<file path="src/sv/opsa_pkg.sv">
// Object pool slot allocator: shared types, command and status codes.
// Used by opsa_free_fifo and object_pool_slot_allocator_top; depends on nothing.
`default_nettype none
package opsa_pkg;

	localparam int SLOTS = 256;
	localparam int HW    = (SLOTS > 1) ? $clog2(SLOTS) : 1;
	localparam int CW    = $clog2(SLOTS + 1);

	typedef logic [HW-1:0] handle_t;
	typedef logic [CW-1:0] count_t;

	localparam logic [1:0] CMD_ALLOC = 2'd0;
	localparam logic [1:0] CMD_TRY   = 2'd1;
	localparam logic [1:0] CMD_FREE  = 2'd2;

	localparam logic [1:0] ST_OK        = 2'd0;
	localparam logic [1:0] ST_NONE      = 2'd1;
	localparam logic [1:0] ST_EXHAUSTED = 2'd2;
	localparam logic [1:0] ST_WRONG     = 2'd3;

	typedef struct packed {
		logic rd_en;
		logic pop;
		logic push;
	} fifo_ctl_t;

	typedef struct packed {
		logic nonempty;
		logic not_full;
	} fifo_sts_t;

endpackage
`default_nettype wire

</file>
<file path="src/sv/opsa_ram.sv">
// Generic single-write, single-read synchronous RAM, registered read data.
// No dependencies.
`default_nettype none
module opsa_ram #(
	parameter int WIDTH = 8,
	parameter int DEPTH = 256,
	localparam int AW = (DEPTH > 1) ? $clog2(DEPTH) : 1
) (
	input  wire logic             clk,
	input  wire logic             we,
	input  wire logic [AW-1:0]    waddr,
	input  wire logic [WIDTH-1:0] wdata,
	input  wire logic             re,
	input  wire logic [AW-1:0]    raddr,
	output logic      [WIDTH-1:0] rdata
);

	logic [WIDTH-1:0] mem [DEPTH];

	always_ff @(posedge clk) begin
		if (we) begin
			mem[waddr] <= wdata;
		end
	end

	always_ff @(posedge clk) begin
		if (re) begin
			rdata <= mem[raddr];
		end
	end

endmodule
`default_nettype wire

</file>
<file path="src/sv/opsa_free_fifo.sv">
// Released-handle queue: head/tail/count pointers around a RAM.
// Depends on opsa_pkg and opsa_ram.
`default_nettype none
module opsa_free_fifo (
	input  wire logic                clk,
	input  wire logic                arst_n,
	input  wire opsa_pkg::fifo_ctl_t ctl,
	input  wire opsa_pkg::handle_t   push_data,
	output opsa_pkg::handle_t        rd_data,
	output opsa_pkg::fifo_sts_t      sts
);

	opsa_pkg::handle_t head_q;
	opsa_pkg::handle_t tail_q;
	opsa_pkg::count_t  count_q;

	function automatic opsa_pkg::handle_t wrap_next(input opsa_pkg::handle_t i);
		if (32'(i) == opsa_pkg::SLOTS - 1) begin
			return '0;
		end
		return i + opsa_pkg::HW'(1);
	endfunction

	always_ff @(posedge clk or negedge arst_n) begin
		if (!arst_n) begin
			head_q  <= '0;
			tail_q  <= '0;
			count_q <= '0;
		end else begin
			if (ctl.pop) begin
				head_q <= wrap_next(head_q);
			end
			if (ctl.push) begin
				tail_q <= wrap_next(tail_q);
			end
			if (ctl.push && !ctl.pop) begin
				count_q <= count_q + opsa_pkg::CW'(1);
			end else if (ctl.pop && !ctl.push) begin
				count_q <= count_q - opsa_pkg::CW'(1);
			end
		end
	end

	assign sts.nonempty = (count_q != '0);
	assign sts.not_full = (count_q != opsa_pkg::CW'(opsa_pkg::SLOTS));

	// head entry is read when an item is taken (rd_en); it is consumed by the later pop
	opsa_ram #(
		.WIDTH(opsa_pkg::HW),
		.DEPTH(opsa_pkg::SLOTS)
	) u_ram (
		.clk   (clk),
		.we    (ctl.push),
		.waddr (tail_q),
		.wdata (push_data),
		.re    (ctl.rd_en),
		.raddr (head_q),
		.rdata (rd_data)
	);

	a_pop_nonempty: assert property (@(posedge clk) disable iff (!arst_n)
		ctl.pop |-> (count_q != '0))
		else $error("pop from empty release queue");

	a_push_not_full: assert property (@(posedge clk) disable iff (!arst_n)
		ctl.push |-> (count_q != opsa_pkg::CW'(opsa_pkg::SLOTS)))
		else $error("push into full release queue");

	a_count_bound: assert property (@(posedge clk) disable iff (!arst_n)
		32'(count_q) <= opsa_pkg::SLOTS)
		else $error("release queue count beyond pool size");

endmodule
`default_nettype wire

</file>
<file path="src/sv/object_pool_slot_allocator_top.sv">
// Object pool slot allocator, top level. Depends on opsa_pkg, opsa_ram, opsa_free_fifo.
// Path: an accepted beat is held in s1; its result is loaded into the output register when s1 retires.
// Interlock: no new beat is taken while s1 holds one, because of the read-modify-write
//   on the allocated-bit RAM and the release-queue RAM (read at accept, write in s1).
// Reset: arst_n clears pointers, counters and valid flags at once; the RAMs are
//   not swept, so the block takes beats from the first cycle after reset.
`default_nettype none
module object_pool_slot_allocator_top (
	input  wire logic       clk,
	input  wire logic       arst_n,
	input  wire logic       in_valid,
	output logic            in_stall,
	input  wire logic [1:0] command,
	input  wire logic [7:0] handle_in,
	output logic            out_valid,
	input  wire logic       out_stall,
	output logic [7:0]      handle_out,
	output logic [1:0]      status
);

	// Stage s1 holds the beat while its RAM reads come back.
	logic              valid_s1;
	logic [1:0]        cmd_s1;
	logic [7:0]        handle_s1;

	// Handles below fresh_count_q have been issued at least once, so their
	// allocated bit has been written; at and above it the bit is unwritten and is not trusted.
	opsa_pkg::count_t  fresh_count_q;

	logic              out_valid_q;
	logic [7:0]        handle_out_q;
	logic [1:0]        status_q;

	logic              accept;
	logic              done;

	logic              bm_rd;
	logic              bm_we;
	logic              bm_wdata;
	opsa_pkg::handle_t bm_waddr;

	opsa_pkg::fifo_ctl_t q_ctl;
	opsa_pkg::fifo_sts_t q_sts;
	opsa_pkg::handle_t   q_rd;

	logic              pop;
	logic              push;
	logic              fresh_inc;
	logic              owned;
	opsa_pkg::handle_t hout;
	logic [1:0]        st;

	// Interlock: nothing new enters while s1 is busy, so a read never
	// overtakes the write-back of the beat ahead of it.
	assign in_stall = valid_s1;
	assign accept   = in_valid && !valid_s1;

	// s1 retires when the output register is free or being emptied.
	assign done = valid_s1 && (!out_valid_q || !out_stall);

	always_ff @(posedge clk or negedge arst_n) begin
		if (!arst_n) begin
			valid_s1 <= 1'b0;
		end else if (accept) begin
			valid_s1 <= 1'b1;
		end else if (done) begin
			valid_s1 <= 1'b0;
		end
	end

	always_ff @(posedge clk) begin
		if (accept) begin
			cmd_s1    <= command;
			handle_s1 <= handle_in;
		end
	end

	// Deallocate is only legal for a handle already issued with its bit set.
	assign owned = bm_rd && (32'(handle_s1) < 32'(fresh_count_q));

	// Decision logic for the beat in s1.
	always_comb begin
		st        = opsa_pkg::ST_OK;
		hout      = '0;
		bm_we     = 1'b0;
		bm_wdata  = 1'b0;
		bm_waddr  = opsa_pkg::HW'(handle_s1);
		pop       = 1'b0;
		push      = 1'b0;
		fresh_inc = 1'b0;
		case (cmd_s1)
			opsa_pkg::CMD_ALLOC, opsa_pkg::CMD_TRY: begin
				if (q_sts.nonempty) begin
					// oldest released handle first
					pop      = 1'b1;
					hout     = q_rd;
					bm_we    = 1'b1;
					bm_wdata = 1'b1;
					bm_waddr = q_rd;
				end else if (cmd_s1 == opsa_pkg::CMD_TRY) begin
					st = opsa_pkg::ST_NONE;
				end else if (fresh_count_q != opsa_pkg::CW'(opsa_pkg::SLOTS)) begin
					fresh_inc = 1'b1;
					hout      = opsa_pkg::HW'(fresh_count_q);
					bm_we     = 1'b1;
					bm_wdata  = 1'b1;
					bm_waddr  = opsa_pkg::HW'(fresh_count_q);
				end else begin
					st = opsa_pkg::ST_EXHAUSTED;
				end
			end
			opsa_pkg::CMD_FREE: begin
				if (owned) begin
					bm_we = 1'b1;
					push  = q_sts.not_full;
				end else begin
					st = opsa_pkg::ST_WRONG;
				end
			end
			default: begin
				// unused command code: no change, answers ok
			end
		endcase
	end

	always_ff @(posedge clk or negedge arst_n) begin
		if (!arst_n) begin
			fresh_count_q <= '0;
		end else if (done && fresh_inc) begin
			fresh_count_q <= fresh_count_q + opsa_pkg::CW'(1);
		end
	end

	// Output register: parts s1 from the downstream stall.
	always_ff @(posedge clk or negedge arst_n) begin
		if (!arst_n) begin
			out_valid_q <= 1'b0;
		end else if (done) begin
			out_valid_q <= 1'b1;
		end else if (!out_stall) begin
			out_valid_q <= 1'b0;
		end
	end

	always_ff @(posedge clk) begin
		if (done) begin
			handle_out_q <= 8'(hout);
			status_q     <= st;
		end
	end

	assign out_valid  = out_valid_q;
	assign handle_out = handle_out_q;
	assign status     = status_q;

	// Allocated-bit RAM: read at accept, written back when s1 retires.
	opsa_ram #(
		.WIDTH(1),
		.DEPTH(opsa_pkg::SLOTS)
	) u_bitmap (
		.clk   (clk),
		.we    (bm_we && done),
		.waddr (bm_waddr),
		.wdata (bm_wdata),
		.re    (accept),
		.raddr (opsa_pkg::HW'(handle_in)),
		.rdata (bm_rd)
	);

	assign q_ctl.rd_en = accept;
	assign q_ctl.pop   = pop && done;
	assign q_ctl.push  = push && done;

	opsa_free_fifo u_free_fifo (
		.clk       (clk),
		.arst_n    (arst_n),
		.ctl       (q_ctl),
		.push_data (opsa_pkg::HW'(handle_s1)),
		.rd_data   (q_rd),
		.sts       (q_sts)
	);

	a_fresh_bound: assert property (@(posedge clk) disable iff (!arst_n)
		32'(fresh_count_q) <= opsa_pkg::SLOTS)
		else $error("fresh counter beyond pool size");

	a_accept_fills_s1: assert property (@(posedge clk) disable iff (!arst_n)
		(in_valid && !in_stall) |=> valid_s1)
		else $error("accepted beat lost before s1");

	a_out_hold: assert property (@(posedge clk) disable iff (!arst_n)
		(out_valid && out_stall) |=>
			(out_valid && $stable(handle_out) && $stable(status)))
		else $error("stalled result beat changed");

endmodule
`default_nettype wire
</file>
<file path="config.mk">
export PLATFORM = sky130hd
export DESIGN_NAME = object_pool_slot_allocator_top
export DESIGN_NICKNAME = d
export VERILOG_FILES = /design/src/sv/opsa_pkg.sv /design/src/sv/opsa_ram.sv /design/src/sv/opsa_free_fifo.sv /design/src/sv/object_pool_slot_allocator_top.sv
export SDC_FILE = /design/constraint.sdc
export NUM_CORES = 2
export LEC_CHECK = 0
export BUFFER_PORTS_ARGS = -buffer_cell sky130_fd_sc_hd__buf_2
export CAP_MARGIN = 20
export CORE_MARGIN = 3
export CORE_UTILIZATION = 35
export DETAILED_ROUTE_END_ITERATION = 6
export GPL_TIMING_DRIVEN = 1
export HOLD_SLACK_MARGIN = 0.15
export PLACE_DENSITY = 0.54
export SLEW_MARGIN = 40
export SYNTH_ARGS = -nofsm -noshare
export SYNTH_HDL_FRONTEND = slang
export SYNTH_SLANG_ARGS = --single-unit
</file>
<file path="constraint.sdc">
create_clock -name clk -period 9.1 [get_ports clk]
set_clock_uncertainty 0.1 [all_clocks]
set_input_delay 1.82 -clock clk [delete_from_list [all_inputs] [get_ports clk]]
set_output_delay 1.82 -clock clk [all_outputs]
set_load 0.02 [all_outputs]
</file>
==> impl_results.md <==
- Status: completed
- Remaining DRCs: 0
- TNS Setup: 0 ps
- Most common cell in the netlist: edfxtp_1
- Starting Density: 35.4%
- Worst Hold Class: register to register
- Met3 Track Usage GR: 2.62%
- Clk_lat worst skew: 940 ps
- Initial antenna violation count: 7
- EDFF count, synth: 2,333
- Critical Path, Cell by Cell: buf_12, buf_4, mux4_2, a22oi_1, a21oi_1, nor2_1, o21ai_0, nor3_1, o31ai_1
- Main synth FF type: edfxtp_1
- Final Hold Fails: 0
- Warnings, synthesis: 0
- Seq cells post-synth: 2,369
- Layout cells sized above 1: 22.5%
- Slowest CP cell: dfrtp_4
- CTS buffer count: 274
- DR WL/cell: 28.9 µm
- Crit path time final: 4890 ps
- CP bufs+invs: 2
- Period utilization: 53.7%
- DRT Wirelength: 255,000 µm
- Critical path arrival: 5390 ps
- Post-CTS Setup Bufs: 0
- Clock transition at path regs: 70 ps
- Post-CTS Hold Buffers: 0
- Post-synth top cells: edfxtp_1 (2,333), nor2_1 (560), mux4_2 (478), mux2i_1 (221), nand2_1 (204)
- Htree depth: 5
- Crit start category: register
- RSZ-0062 raised after global routing: false
- Cells after Synth: 4,951
- Max-cap violation count: 0
- 1st-iter DRT viols: 5,454
- Area contributors post-synth: edfxtp_1 (74%), mux4_2 (11%), mux2i_1 (2.3%)
- Delay-heaviest family, CP: buffers and inverters
- Setup WS pre-CTS: 3420 ps
- Core area: 0.267 mm²
- Leading area contributor after synthesis: edfxtp_1
- DRT antenna net count: 0
- Crit Path Max Fanout: 79
- Via/cell ratio: 5.54
- Clock Sinks: 2,369
- CTS tree: done
- Pin count of the biggest net entering global routing: 165
- GPL Wtd Cong: 0.795
- Die footprint: 0.276 mm²
- R2r setup slk: 4210 ps
- Ports: 26
- WS Path Type: register to register
- Max Root-Sink Buffers: 4
- Cell Area, Synth: 0.0942 mm²
- CTS root buffer: clkbuf_16
- PD cells: 291 mW/mm²
- Syn avg cell area: 19.0 µm²
- Slowest stage delay, CP: 800 ps
- FMAX: 205 MHz
- First-pass GRT wire length: 365,000 µm
- Met1 Use GR: 26.1%
- Async SR Flop Fraction: 1.52%
- Site Rows: 189
- Syn_nets: 4,988
- Total GRT Usage: 18.1%
- NumNets Final: 5,113
- Seq/Total Area, Yosys: 75.3%
- Max-slew violations: 0
- Yosys cell types: 82
- Post-CTS resize count: 0
- Hold WS: 405 ps
- Crit. End Element: register
- DIE WIDTH: 525 µm
- CP required: 9610 ps
- Worst slew margin: 39.6%
- Worst slew pin tran: 907 ps
- DR vias: 48.8k
- Port Buffer Count: 25
- GR Layer Usage met2: 28.8%
- 1st-pass router iterations: 5
- Top Usage Layer GRT: met2
- Area Overhead vs Synth: 14.3%
- Total gr overflow: 0
- Vias in the first global route: 49.1k
- Yosys top cell area share: 74.3%
- Setup Viol. Count Final: 0
- P_leak: 32.9 nW
- Max VDD drop: 0.206 mV
- Power Total: 31.3 mW
- Final worst slack: 4210 ps
- Detail Placement HPWL: 149,000 µm
- DIE HEIGHT: 525 µm
metrics by stage:
stage	instances	cell area, µm²	util [%]
2_1_floorplan	4951	94200	-
3_3_place_gp	8323	98700	37.0
3_5_place_dp	8331	99000	37.2
4_1_cts	8796	107000	40.3
5_1_grt	8799	108000	40.4
6_report	8800	108000	40.4
placed cells by master (no fill, tap or decap), drive strengths merged, types with 65 or more instances in the layout:
cell type	count
o22ai	67
mux2i	221
buf	152
a21oi	71
clkbuf	333
o21ai	65
mux4	478
clkinv	98
a22oi	79
nand2	204
nor2	563
edfxtp	2333
report_power, final:
group,leakage [nW],total (mW),switching (mW),internal (mW)
Combinational,7.37,8.15,5.17,2.98
Sequential,21.4,12.7,0.242,12.5
Clock,4.08,10.4,4.27,6.18
per-layer routing:
| metal | routed length, µm | share of wire, % | up-vias |
|---|---|---|---|
| li1 | - | - | 20400 |
| met1 | 112000 | 44 | 26100 |
| met2 | 120000 | 47 | 1848 |
| met3 | 16600 | 6.5 | 379 |
| met4 | 5840 | 2.3 | 0 |
| met5 | 0 | 0 | - |
logic make-up (layout without fill, tap and decap cells):
group                    count (synthesis)  in the layout  synth area share, %
flip-flops                            2369           2369                 75.3
other                                    0              2                    0
AO/OA/AOI/OAI                          534            534                 4.11
AND/OR/NAND/NOR                        951            951                 4.47
buffers and inverters                  328            642                 1.54
multiplexers                           723            723                 14.1
adder cells (fa/ha/maj)                 23             23                0.313
XOR/XNOR                                23             23                0.214
state kept, by name, indices dropped and copies added (netlist names):
signal / cells
fresh_count_q: 9
u_free_fifo.tail_q: 8
cmd_s1: 2
u_free_fifo.u_ram.mem: 2048
status: 2
handle_s1: 8
out_valid: 1
u_free_fifo.count_q: 9
u_free_fifo.u_ram.rdata: 8
in_stall: 1
u_free_fifo.head_q: 8
handle_out: 8
u_bitmap.mem: 256
u_bitmap.rdata: 1
layout make-up:
type	count	area, µm²
timing repair buffer	153	1460
inverter	24	100
clock buffer	332	7160
multi-input combinational	2254	22300
sequential	2369	71000
antenna	2	5.00
fill	23600	159000
clock inverter	133	1230
tap	3533	4420
final timing paths:
path                                             from                          to  depth (start not counted)
worst max register to register  u_free_fifo.head_q[0]  u_free_fifo.u_ram.rdata[6]                          9
worst max-delay path            u_free_fifo.head_q[0]  u_free_fifo.u_ram.rdata[6]                          9
min in group asynchronous                      arst_n                   out_valid                          1
worst min-delay path                        out_valid                   out_valid                          1
worst min register to register              out_valid                   out_valid                          1
max in group asynchronous                      arst_n       u_free_fifo.head_q[2]                          1
worst reg2reg max path: cells and delay by family (launching register included):
kind / cells / cell delay, ps
AO/OA/AOI/OAI: 4 / 800
buffers and inverters: 2 / 1400
flip-flops: 1 / 800
multiplexers: 1 / 620
AND/OR/NAND/NOR: 2 / 870
Power figures use the tool's default switching activity.
